File: src/design/irc_tok_pkg.sv
`default_nettype none
// ----------------------------------------------------------------------------
// irc_tok_pkg
// Shared types and character codes for the IRC message tokenizer.
// ----------------------------------------------------------------------------
package irc_tok_pkg;

  localparam logic [7:0] ChCr    = 8'h0D;
  localparam logic [7:0] ChLf    = 8'h0A;
  localparam logic [7:0] ChSp    = 8'h20;
  localparam logic [7:0] ChColon = 8'h3A;
  localparam logic [7:0] ChNul   = 8'h00;

  // Parser phases, one-hot.
  typedef enum logic [7:0] {
    PhStart  = 8'b0000_0001,
    PhSource = 8'b0000_0010,
    PhFind   = 8'b0000_0100,
    PhWord   = 8'b0000_1000,
    PhColon  = 8'b0001_0000,
    PhTrail  = 8'b0010_0000,
    PhEol    = 8'b0100_0000,
    PhDone   = 8'b1000_0000
  } phase_e;

  // One result beat.
  typedef struct packed {
    logic [7:0] out_byte;
    logic [8:0] byte_position;
    logic       arg_begins;
    logic [3:0] arg_slot;
    logic [4:0] args_found;
    logic       parse_done;
    logic [9:0] consumed_length;
  } res_t;

endpackage
`default_nettype wire

File: src/design/irc_message_tokenizer_unit.sv
`default_nettype none
// A result beat is registered into the result register, or into the skid
// register while a beat waits there. Throughput: one byte per cycle while
// in_ready_o is high; the phase update is a single pass of logic between
// the accepted byte and the result register. A two-entry output (result
// register plus skid register) keeps in_ready_o high while one result waits.
// Reset gives start phase, zero arguments, index zero, empty output entries.
// ----------------------------------------------------------------------------
// irc_message_tokenizer_unit
// Streaming tokenizer for one IRC line: skips an optional source prefix,
// marks argument starts, zeroes word-ending spaces and line-ending bytes,
// and reports the consumed length once past the line ending or at the last byte.
// ----------------------------------------------------------------------------
module irc_message_tokenizer_unit
  import irc_tok_pkg::*;
#(
  parameter int MAX_ARGS     = 16,
  parameter int BUFFER_BYTES = 512
) (
  input  wire logic       clk_i,
  input  wire logic       rst_ni,
  // input beat
  input  wire logic       in_valid_i,
  output logic            in_ready_o,
  input  wire logic [7:0] data_byte_i,
  input  wire logic       last_byte_i,
  // result beat
  output logic            out_valid_o,
  input  wire logic       out_ready_i,
  output logic [7:0]      out_byte_o,
  output logic [8:0]      byte_position_o,
  output logic            arg_begins_o,
  output logic [3:0]      arg_slot_o,
  output logic [4:0]      args_found_o,
  output logic            parse_done_o,
  output logic [9:0]      consumed_length_o
);

  localparam int CW = $clog2(MAX_ARGS + 1);   // argument counter
  localparam int IW = $clog2(BUFFER_BYTES);   // byte index

  // Parser state
  phase_e          phase_q, phase_d;
  logic [CW-1:0]   cnt_q, cnt_d;
  logic [IW-1:0]   idx_q, idx_d;

  // Output entries
  logic  out_vld_q, skid_vld_q;
  res_t  out_q, skid_q;
  res_t  res;

  logic  in_fire, out_fire;

  // Per-byte decode
  logic            last, eol, was_done, can_note;
  phase_e          phase_nxt;
  logic [CW-1:0]   cnt_nxt;
  logic [7:0]      ob;
  logic            begins, done, len_at_pos, len_plus1;
  logic [IW:0]     len_full;
  logic [IW+10:0]  len_wide;
  logic [IW+8:0]   pos_wide;
  logic [CW+3:0]   slot_wide;
  logic [CW+4:0]   found_wide;

  assign in_ready_o = !skid_vld_q;
  assign in_fire    = in_valid_i && in_ready_o;
  assign out_fire   = out_vld_q && out_ready_i;

  assign last     = last_byte_i || (idx_q == IW'(BUFFER_BYTES - 1));
  assign eol      = (data_byte_i == ChCr) || (data_byte_i == ChLf);
  assign was_done = (phase_q == PhDone);
  assign can_note = (cnt_q < CW'(MAX_ARGS));

  always_comb begin
    phase_nxt  = phase_q;
    cnt_nxt    = cnt_q;
    ob         = data_byte_i;
    begins     = 1'b0;
    done       = 1'b0;
    len_at_pos = 1'b0;
    len_plus1  = 1'b0;

    unique case (phase_q)
      PhStart, PhFind: begin
        if (eol) begin
          ob        = ChNul;
          phase_nxt = PhEol;
        end else if (data_byte_i == ChSp) begin
          phase_nxt = phase_q;
        end else if (data_byte_i == ChColon) begin
          phase_nxt = (phase_q == PhStart) ? PhSource : PhColon;
        end else begin
          begins    = can_note;
          phase_nxt = PhWord;
        end
      end
      PhSource: begin
        if (eol) begin
          ob        = ChNul;
          phase_nxt = PhEol;
        end else if (data_byte_i == ChSp) begin
          phase_nxt = PhFind;
        end
      end
      PhWord: begin
        if (eol) begin
          ob        = ChNul;
          phase_nxt = PhEol;
        end else if (data_byte_i == ChSp) begin
          ob        = ChNul;
          phase_nxt = PhFind;
        end
      end
      PhColon: begin
        // trailing argument starts here, even when empty
        begins = can_note;
        if (eol) begin
          ob        = ChNul;
          phase_nxt = PhEol;
        end else begin
          phase_nxt = PhTrail;
        end
      end
      PhTrail: begin
        if (eol) begin
          ob        = ChNul;
          phase_nxt = PhEol;
        end
      end
      PhEol: begin
        if (eol) begin
          ob = ChNul;
        end else begin
          done       = 1'b1;
          len_at_pos = 1'b1;
          phase_nxt  = PhDone;
        end
      end
      default: ;  // done: bytes pass unchanged
    endcase

    if (begins) begin
      cnt_nxt = cnt_q + CW'(1);
    end

    // last byte or buffer end decides the outcome if nothing else did
    if (last && !was_done && !done) begin
      done      = 1'b1;
      len_plus1 = (phase_nxt == PhEol);
    end
  end

  always_comb begin
    len_full = '0;
    if (len_at_pos) begin
      len_full = (IW+1)'(idx_q);
    end else if (len_plus1) begin
      len_full = (IW+1)'(idx_q) + (IW+1)'(1);
    end
    len_wide   = (IW+11)'(len_full);
    pos_wide   = (IW+9)'(idx_q);
    slot_wide  = (CW+4)'(cnt_q);
    found_wide = (CW+5)'(cnt_nxt);

    res.out_byte        = ob;
    res.byte_position   = pos_wide[8:0];
    res.arg_begins      = begins;
    res.arg_slot        = begins ? slot_wide[3:0] : 4'd0;
    res.args_found      = found_wide[4:0];
    res.parse_done      = done;
    res.consumed_length = len_wide[9:0];
  end

  // Next parser state; a last beat returns the parser state to its reset values.
  always_comb begin
    phase_d = phase_q;
    cnt_d   = cnt_q;
    idx_d   = idx_q;
    if (in_fire) begin
      if (last) begin
        phase_d = PhStart;
        cnt_d   = '0;
        idx_d   = '0;
      end else begin
        phase_d = phase_nxt;
        cnt_d   = cnt_nxt;
        idx_d   = idx_q + IW'(1);
      end
    end
  end

  always_ff @(posedge clk_i or negedge rst_ni) begin
    if (!rst_ni) begin
      phase_q <= PhStart;
      cnt_q   <= '0;
      idx_q   <= '0;
    end else begin
      phase_q <= phase_d;
      cnt_q   <= cnt_d;
      idx_q   <= idx_d;
    end
  end

  // Result register plus skid register.
  always_ff @(posedge clk_i or negedge rst_ni) begin
    if (!rst_ni) begin
      out_vld_q  <= 1'b0;
      skid_vld_q <= 1'b0;
    end else begin
      if (!out_vld_q || out_fire) begin
        out_vld_q  <= skid_vld_q || in_fire;
        skid_vld_q <= 1'b0;
      end else if (in_fire) begin
        skid_vld_q <= 1'b1;
      end
    end
  end

  always_ff @(posedge clk_i) begin
    if (!out_vld_q || out_fire) begin
      if (skid_vld_q) begin
        out_q <= skid_q;
      end else if (in_fire) begin
        out_q <= res;
      end
    end else if (in_fire) begin
      skid_q <= res;
    end
  end

  assign out_valid_o       = out_vld_q;
  assign out_byte_o        = out_q.out_byte;
  assign byte_position_o   = out_q.byte_position;
  assign arg_begins_o      = out_q.arg_begins;
  assign arg_slot_o        = out_q.arg_slot;
  assign args_found_o      = out_q.args_found;
  assign parse_done_o      = out_q.parse_done;
  assign consumed_length_o = out_q.consumed_length;

endmodule
`default_nettype wire
File: config.mk
export PLATFORM = sky130hd
export DESIGN_NAME = irc_message_tokenizer_unit
export DESIGN_NICKNAME = d
export VERILOG_FILES = /design/src/design/irc_tok_pkg.sv /design/src/design/irc_message_tokenizer_unit.sv
export SDC_FILE = /design/constraint.sdc
export NUM_CORES = 1
export LEC_CHECK = 0
export BUFFER_PORTS_ARGS = -buffer_cell sky130_fd_sc_hd__buf_2
export CAP_MARGIN = 20
export CORE_MARGIN = 2
export CORE_UTILIZATION = 50
export CTS_CLUSTER_DIAMETER = 100
export CTS_CLUSTER_SIZE = 25
export DETAILED_ROUTE_END_ITERATION = 6
export PLACE_DENSITY_LB_ADDON = 0.2
export SETUP_SLACK_MARGIN = 0.05
export SYNTH_ARGS = -nofsm -noshare
export SYNTH_HDL_FRONTEND = slang
export SYNTH_SLANG_ARGS = --single-unit
File: constraint.sdc
create_clock -name clk_i -period 8.07 [get_ports clk_i]
set_clock_uncertainty 0.05 [all_clocks]
set_input_delay 0.807 -clock clk_i [delete_from_list [all_inputs] [get_ports clk_i]]
set_output_delay 0.807 -clock clk_i [all_outputs]
set_load 0.02 [all_outputs]
==> qor.csv, run 1 <==
metric;value;unit
worstSetupEndpointType;register;
slew_headroom;35.9;%
firstDrtPassIters;6;
start_util;50.6;%
route.detailed.drc;0;
clk_latency;0.39;ns
clkTransAtPathRegs;0.11;ns
dpl.hpwl;6040;um
required;8.25;ns
cts_buffers;9;
drtIter0Drc;271;
grt_max_degree;41;
worst_pin_slew;0.962;ns
setup_viol;0;
post_cts_buffers;0;
wire_per_inst;17.2;um
cp-start-kind;register;
yosys.area_share.simple;14.9;%
hold_viol;0;
wl;9420;um
dp_slack;4.42;ns
gp_congestion;0.947;
synth_seq_cells;100;
netSwitchingPower;0.385;mW
cp_data_arrival_time;3.62;ns
synth_commonest_cells;edfxtp_1, nand2_1, o21ai_0, mux2_2, dfrtp_1;
combPwrFrac;21.7;%
p_per_area;235;nW/um^2
finalCriticalPeriod;3.44;ns
cts_resized;0;
netlist_area;4610;sq um
netlist_instances;385;
hold_buffers;0;
maxCapViolCount;0;
die-area;10000;sq um
status;complete, no violations;
n_antenna_cell;0;
avgSynthCellArea;12.0;sq um
design_area;5150;sq um
final_util;56.6;%
cts_buffer_depth;2;
ys_warn_count;0;
placed_area;4960;sq um
report.final.slew_viol_count;0;
port_buffers;52;
track_usage;19.7;%
synth_top_area_share;49.5;%
path_max_fanout;10;
post-synth-top-count-cell;edfxtp_1;
synth_seq_area_share;62.5;%
tritoncts;built;
setup-tns-final;0;ns
worst-setup-path-type;reg -> reg;
rsz0062_at_grt;false;
synthMuxAreaShare;5.86;%
post-place-cells;532;
vdd_ir_drop_max;0.000114;V
coreArea;9110;sq um
area_delta_synth_final;11.7;%
fp.dieH;100;um
fin_ws;4.63;ns
viasPerCell;5.86;
p_leak;1.99;nW
grt_pass1_vias;3015;
synth_flop_cell;edfxtp_1;
fmax;291;MHz
fin_nets;450;
grt_pass1_wl;15100;um
vias;3217;
synth_compound_area_share;12.3;%
synth_xor_area_share;0.949;%
fin_hold_ws;0.340;ns
layout-drive-gt1-share;24.4;%
holdCritPathClass;in -> async;
layout.cells.non_filler;549;
total_power;1.21;mW
antenna_found_initial;0;
power_frac_seq;53.3;%
synth_top_area_cell;edfxtp_1;
synth_adder_area_share;1.08;%
synth_cell_types;50;
num_rows;35;
synth-async-reset-ratio;24.0;%
period_share;42.6;%
htreeDepth;3;
postRouteAntennaNets;0;
cts_sinks;100;
synth_top_family_by_area;simple AND/OR/NAND/NOR gates;
grt.overflow.total;0;
synth_fp_nets;402;
p_sw_share;31.8;%
io_pins;53;
clkPwrFrac;25.1;%
cts_root_buf;clkbuf_8;
synth.area.top_cells;edfxtp_1, dfrtp_1, mux2_2;
synth_edf_count;76;
p_int;0.825;mW
die_w;100;um
-- cells by family after synthesis --
logic type	after synthesis
AND/OR/NAND/NOR	140
flip-flops	100
AO/OA/AOI/OAI	85
buffers and inverters	27
multiplexers	24
XOR/XNOR	5
adder cells (fa/ha/maj)	4
-- state kept, by name, indices dropped and copies added (netlist names) --
register / count
skid_q: 38
consumed_length_o: 10
byte_position_o: 9
idx_q: 9
out_byte_o: 8
phase_q: 8
args_found_o: 5
cnt_q: 5
arg_slot_o: 4
arg_begins_o: 1
out_valid_o: 1
parse_done_o: 1
skid_vld_q: 1
-- power groups by stage --
stage	combinational [mW]	clock, mW	sequential, mW
after floorplan	0.162	0	0.678
after detailed placement	0.261	0	0.655
after global routing	0.292	0.331	0.651
after global placement	0.257	0	0.654
final	0.262	0.303	0.644
after CTS	0.262	0.308	0.645
-- worst paths after layout --
kind | from | endpoint | slack, ns | depth (start not counted)
min in group clk_i | skid_q[27] | byte_position_o[6] | 0.47 | 2
max reg2reg | phase_q[6] | skid_q[6] | 4.63 | 8
min reg2reg | skid_q[27] | byte_position_o[6] | 0.47 | 2
max | phase_q[6] | skid_q[6] | 4.63 | 8
min | rst_ni | skid_vld_q | 0.34 | 1
max in group asynchronous | rst_ni | phase_q[4] | 7.25 | 1
-- critical path, cell delays in order, from the launching register on --
cell and delay, ns:
dfrtp_1 0.53, or4_1 0.60, nor3_1 0.41, or2_2 0.21, o21ai_2 0.10, a2111o_1 0.46, nor2_1 0.42, nand2_1 0.25
o22ai_1 0.24
-- layer usage --
layer	vias up	routed length, um	GRT usage [%]
met2	113	4510	32.1
met1	1554	4250	26.0
met4	0	161	7.80
met3	14	489	4.11
li1	1536	-	-
met5	-	0	0
-- cell usage in the layout, fill, tap and decap left out, types with 6 or more instances in the layout --
master,n
inv_1,9
buf_2,52
nor3_1,19
clkbuf_8,9
nor2_1,21
nand3_1,17
a31oi_1,6
a22o_1,7
and2_1,8
dfrtp_1,23
edfxtp_1,76
nand2_1,45
a21oi_1,16
mux2_2,24
o21ai_0,27
-- final cells by class --
type / instances / area [sq um]
fill: 767 / 3950
sequential: 100 / 2880
multi-input combinational: 258 / 1630
timing repair buffer: 55 / 295
tap: 111 / 139
clock buffer: 10 / 128
clock inverter: 6 / 48.8
inverter: 9 / 33.8
Power figures use the tool's default switching activity.
==> run 2, diff against run 1 <==
clock period = 3.13 ns   (was 8.07 ns; I/O delays follow)
==> run 2 against run 1 <==
  * Die area did not move
  * Maximum frequency rose by 16%
  * Non-clock buffer count rose by 25
  * First-iteration DRC count fell by 39%
  * Flip-flop and latch count did not move
  * Cell count rose by 4.6%
  * Largest power group unchanged
==> qor.csv, run 2 (synthesis results as in run 1) <==
metric;value;unit
vdd_ir_drop_max;0.000304;V
whs_endpoint;skid_q[37];
layout-drive-gt1-share;28.7;%
holdCritPathClass;in -> reg;
die-area;10000;sq um
status;complete, no violations;
clk_latency;0.37;ns
coreArea;9110;sq um
rr_worst_depth;9;
htreeDepth;3;
num_rows;35;
clkTransAtPathRegs;0.10;ns
n_antenna_cell;0;
period_share;94.9;%
grt_max_degree;39;
antenna_found_initial;0;
hold_viol;0;
cp_cell_sequence;or4_4 > nor4_1 > nor2_1 > a2bb2oi_1 > o21bai_1 > a211oi_4 > buf_12 > a22o_1 > mux2_2;
worst-setup-path-type;reg -> reg;
postRouteAntennaNets;0;
wire_per_inst;17.7;um
drtIter0Drc;164;
setup_viol;0;
p_per_area;608;nW/um^2
grt_pass1_wl;16700;um
holdPathStages;1;
wl_met1;4560;um
die_w;100;um
cts_buffer_depth;2;
setup-tns-final;0;ns
grt.overflow.total;0;
tritoncts;built;
min_from;data_byte_i[7];
cp_data_arrival_time;3.05;ns
route.detailed.drc;0;
largest-register;skid_q;
slew_headroom;58.8;%
dpl.hpwl;6860;um
p_leak;2.12;nW
largest_reg_flops;38;
firstDrtPassIters;5;
post_cts_buffers;0;
topRoutingLayerUsed;met4;
r2r_start;phase_q[1];
maxCapViolCount;0;
wl_met3;482;um
wl;10200;um
wl_met2;4960;um
worst_pin_slew;0.615;ns
cts_root_buf;clkbuf_8;
report.final.slew_viol_count;0;
io_pins;53;
cpMaxStageDelayCell;or4_4;
rsz0062_at_grt;true;
crit_family;simple AND/OR/NAND/NOR gates;
area_delta_synth_final;17.2;%
cts_sinks;100;
grt_pass1_vias;3256;
required;3.21;ns
worstSetupEndpointType;register;
cp.depth;9;
design_area;5410;sq um
fin_nets;475;
track_usage;21.6;%
r2r_setup_slack;0.16;ns
fillers;771;
vias;3356;
path_buf_inv;1;
final_common_cell;edfxtp_1;
path_max_fanout;10;
final_cell_mix;edfxtp_1, buf_2, nand2_1;
viasPerCell;5.85;
port_buffers;52;
finalCriticalPeriod;2.97;ns
fmax;337;MHz
cts_buffers;9;
fp.dieH;100;um
regToRegEndpoint;consumed_length_o[8];
gp_congestion;0.928;
start_util;50.6;%
cp-start-kind;register;
slowest_delay;0.60;ns
placed_area;5170;sq um
run 2: cell count changes in the layout (fill, tap and decap cells not counted), sizes merged:
cell         previous run  this run
inv                    12        10
dlygate4sd3             0         1
bufinv                  0         1
buf                    55        79
clkbuf                 10        11
run 2: routing by layer:
metal / track usage, % / up-vias
met1: 29.0 / 1654
met2: 34.8 / 99
met4: 8.11 / 0
met5: 0 / -
li1: - / 1588
met3: 4.74 / 15
run 2: how the worst max path moves through the flow:
stage                from  slack (ns)                   end
2_1_floorplan  skid_vld_q        0.16             skid_q[0]
3_3_place_gp   phase_q[1]        0.16  consumed_length_o[7]
5_1_grt        phase_q[1]       0.002  consumed_length_o[7]
3_5_place_dp   phase_q[1]        0.11  consumed_length_o[8]
4_1_cts        phase_q[1]        0.09  consumed_length_o[9]
6_report       phase_q[1]        0.16  consumed_length_o[8]
run 2: what timing repair did:
action,CTS,global route
gates resized for setup,0,5
endpoints found under the setup margin,0,15
hold buffers,1,0
endpoints found under the hold margin,23,0
run 2: report_power, final:
group	switching, mW	total [mW]	internal, mW
Sequential	0.0527	1.64	1.59
Clock	0.456	0.831	0.375
Combinational	0.500	0.817	0.317
run 2: worst reg2reg max path: stages, from the launching register on:
cell       delay, ns
dfrtp_1         0.45
or4_4           0.60
nor4_1          0.35
nor2_1          0.08
a2bb2oi_1       0.18
o21bai_1        0.29
a211oi_4        0.12
buf_12          0.16
a22o_1          0.19
mux2_2          0.27
run 2: through the flow:
stage	cells	hold slack (ns)	utilization, %	power [mW]	setup slack, ns
3_3_place_gp	557	0.293	56.8	2.44	0.161
6_report	574	0.128	59.3	3.29	0.161
3_5_place_dp	557	0.308	56.8	2.45	0.105
4_1_cts	574	0.117	59.0	3.28	0.0946
5_1_grt	574	0.118	59.3	3.45	0.00169
2_1_floorplan	385	-0.0326	-	2.17	0.155
run 2: area by class of cell:
type	instances	area, sq um	share of cell area (%)
tap	111	139	2.57
clock buffer	11	131	2.43
timing repair buffer	80	498	9.21
sequential	100	2880	53.4
multi-input combinational	258	1660	30.6
clock inverter	5	62.6	1.16
inverter	9	33.8	0.625
==> run 3, diff against run 2 <==
CORE_ASPECT_RATIO = 1.4   (was unset)
==> run 3 against run 2 <==
  * Clock-buffer cell count is the same
  * Setup slack gained 0.021 ns
  * Critical path type unchanged
  * Combinational power shrank 2.4%
  * Global-route usage grew 0.16 points
  * Sequential share of layout area shrank 0.75 points
  * Routed wire length grew 5.3%
  * Cell count shrank 0.70%
  * Die area grew 0.10%
  * Flip-flop and latch count is the same
  * Highest routed layer unchanged
  * Largest cell class unchanged
==> qor.csv, run 3 (synthesis results as in run 1) <==
metric;value;unit
holdCritPathClass;in -> reg;
dpl.hpwl;7400;um
layout.cells.non_filler;570;
status;complete, no violations;
rr_worst_depth;9;
postRouteAntennaNets;0;
layout-drive-gt1-share;29.4;%
die_w;85.2;um
required;3.26;ns
grt_max_degree;27;
fin_ws;0.182;ns
power_frac_seq;47.3;%
cts_buffers;9;
antenna_found_initial;0;
min_from;data_byte_i[6];
setup-tns-final;0;ns
r2r_start;phase_q[1];
regToRegEndpoint;consumed_length_o[7];
vias;3324;
post-place-cells;553;
final_common_cell;edfxtp_1;
path_max_fanout;10;
fin_nets;475;
cp_data_arrival_time;3.08;ns
gp_congestion;0.901;
area_delta_synth_final;18.9;%
drtIter0Drc;194;
vdd_ir_drop_max;0.000443;V
io_pins;53;
rsz0062_at_grt;false;
viasPerCell;5.83;
clk_latency;0.34;ns
grt_pass1_vias;3280;
clkTransAtPathRegs;0.07;ns
clkPwrFrac;29.9;%
fp.dieH;118;um
cp_cell_sequence;or4_4 > nor4_2 > or2_2 > o21ai_2 > a2111o_1 > a211oi_4 > buf_12 > a211oi_2 > o31ai_2;
maxCapViolCount;0;
wl;10700;um
p_leak;2.17;nW
tritoncts;built;
holdPathStages;1;
final_cell_mix;edfxtp_1, buf_2, nand2_1;
wire_per_inst;18.8;um
hold_viol;0;
finalCriticalPeriod;2.95;ns
grt_pass1_wl;16800;um
cts_buffer_depth;2;
cpMaxStageDelayCell;or4_4;
slowest_delay;0.60;ns
p_sw_share;29.5;%
num_rows;41;
route.detailed.drc;0;
die-area;10000;sq um
worstSetupEndpointType;register;
combPwrFrac;22.9;%
coreArea;8980;sq um
htreeDepth;3;
cts_sinks;100;
whs_endpoint;skid_q[36];
n_antenna_cell;0;
dp_slack;0.0990;ns
setup_viol;0;
worst-setup-path-type;reg -> reg;
period_share;94.2;%
netSwitchingPower;1.03;mW
cp-start-kind;register;
r2r_setup_slack;0.18;ns
largest-register;skid_q;
p_int;2.46;mW
cts_root_buf;clkbuf_16;
p_per_area;636;nW/um^2
fmax;339;MHz
largest_reg_flops;38;
firstDrtPassIters;5;
report.final.slew_viol_count;0;
post_cts_buffers;0;
start_util;51.4;%
worst_pin_slew;0.648;ns
fin_hold_ws;0.150;ns
track_usage;21.8;%
slew_headroom;56.8;%
grt.overflow.total;0;
port_buffers;52;
-- run 3: power groups by stage --
stage,logic (mW),registers [mW],clock network (mW)
floorplan,0.419,1.75,0
global placement,0.775,1.67,0
detailed placement,0.780,1.67,0
CTS,0.784,1.65,1.05
global route,0.869,1.66,1.11
finish,0.797,1.65,1.04
-- run 3: area by class of cell --
class / count / area [sq um]
Clock buffer: 11 / 243
Clock inverter: 5 / 36.3
Fill cell: 736 / 3490
Inverter: 9 / 33.8
Multi-Input combinational cell: 258 / 1650
Sequential cell: 100 / 2880
Tap cell: 107 / 134
Timing Repair Buffer: 80 / 498
-- run 3: layer usage --
layer,track usage [%],share of wire [%],vias to the layer above
met3,4.07,4.1,16
li1,-,-,1591
met4,8.53,1.5,0
met1,27.6,41,1618
met5,0,0,-
met2,36.5,53,99
-- run 3: worst max-delay path: cells and delay by family, from the launching register on --
| family | cells | cell delay [ns] |
|---|---|---|
| buf+inv | 1 | 0.17 |
| simple gates | 3 | 1.10 |
| flops | 1 | 0.44 |
| compound gates | 5 | 1.05 |
-- run 3: worst max-delay path by stage --
stage | slack (ns) | to | startpoint | cells past startpoint
floorplan | 0.16 | skid_q[0] | skid_vld_q | 4
global placement | 0.15 | consumed_length_o[7] | phase_q[1] | 9
detailed placement | 0.1 | consumed_length_o[8] | phase_q[1] | 9
CTS | 0.08 | skid_q[4] | phase_q[1] | 8
global route | 0.07 | consumed_length_o[2] | phase_q[1] | 10
finish | 0.18 | consumed_length_o[7] | phase_q[1] | 9
-- run 3: per-stage QoR --
stage	area (sq um)	total power, mW	util (%)
floorplan	4610	2.17	-
global placement	5170	2.44	57.5
detailed placement	5170	2.45	57.5
CTS	5460	3.48	60.8
global route	5480	3.63	61.1
finish	5480	3.48	61.1
-- run 3: repair_timing --
item,in CTS,in global routing
hold buffers,1,0
setup endpoints to repair,0,12
endpoints found under the hold margin,23,0
resized for setup,0,6
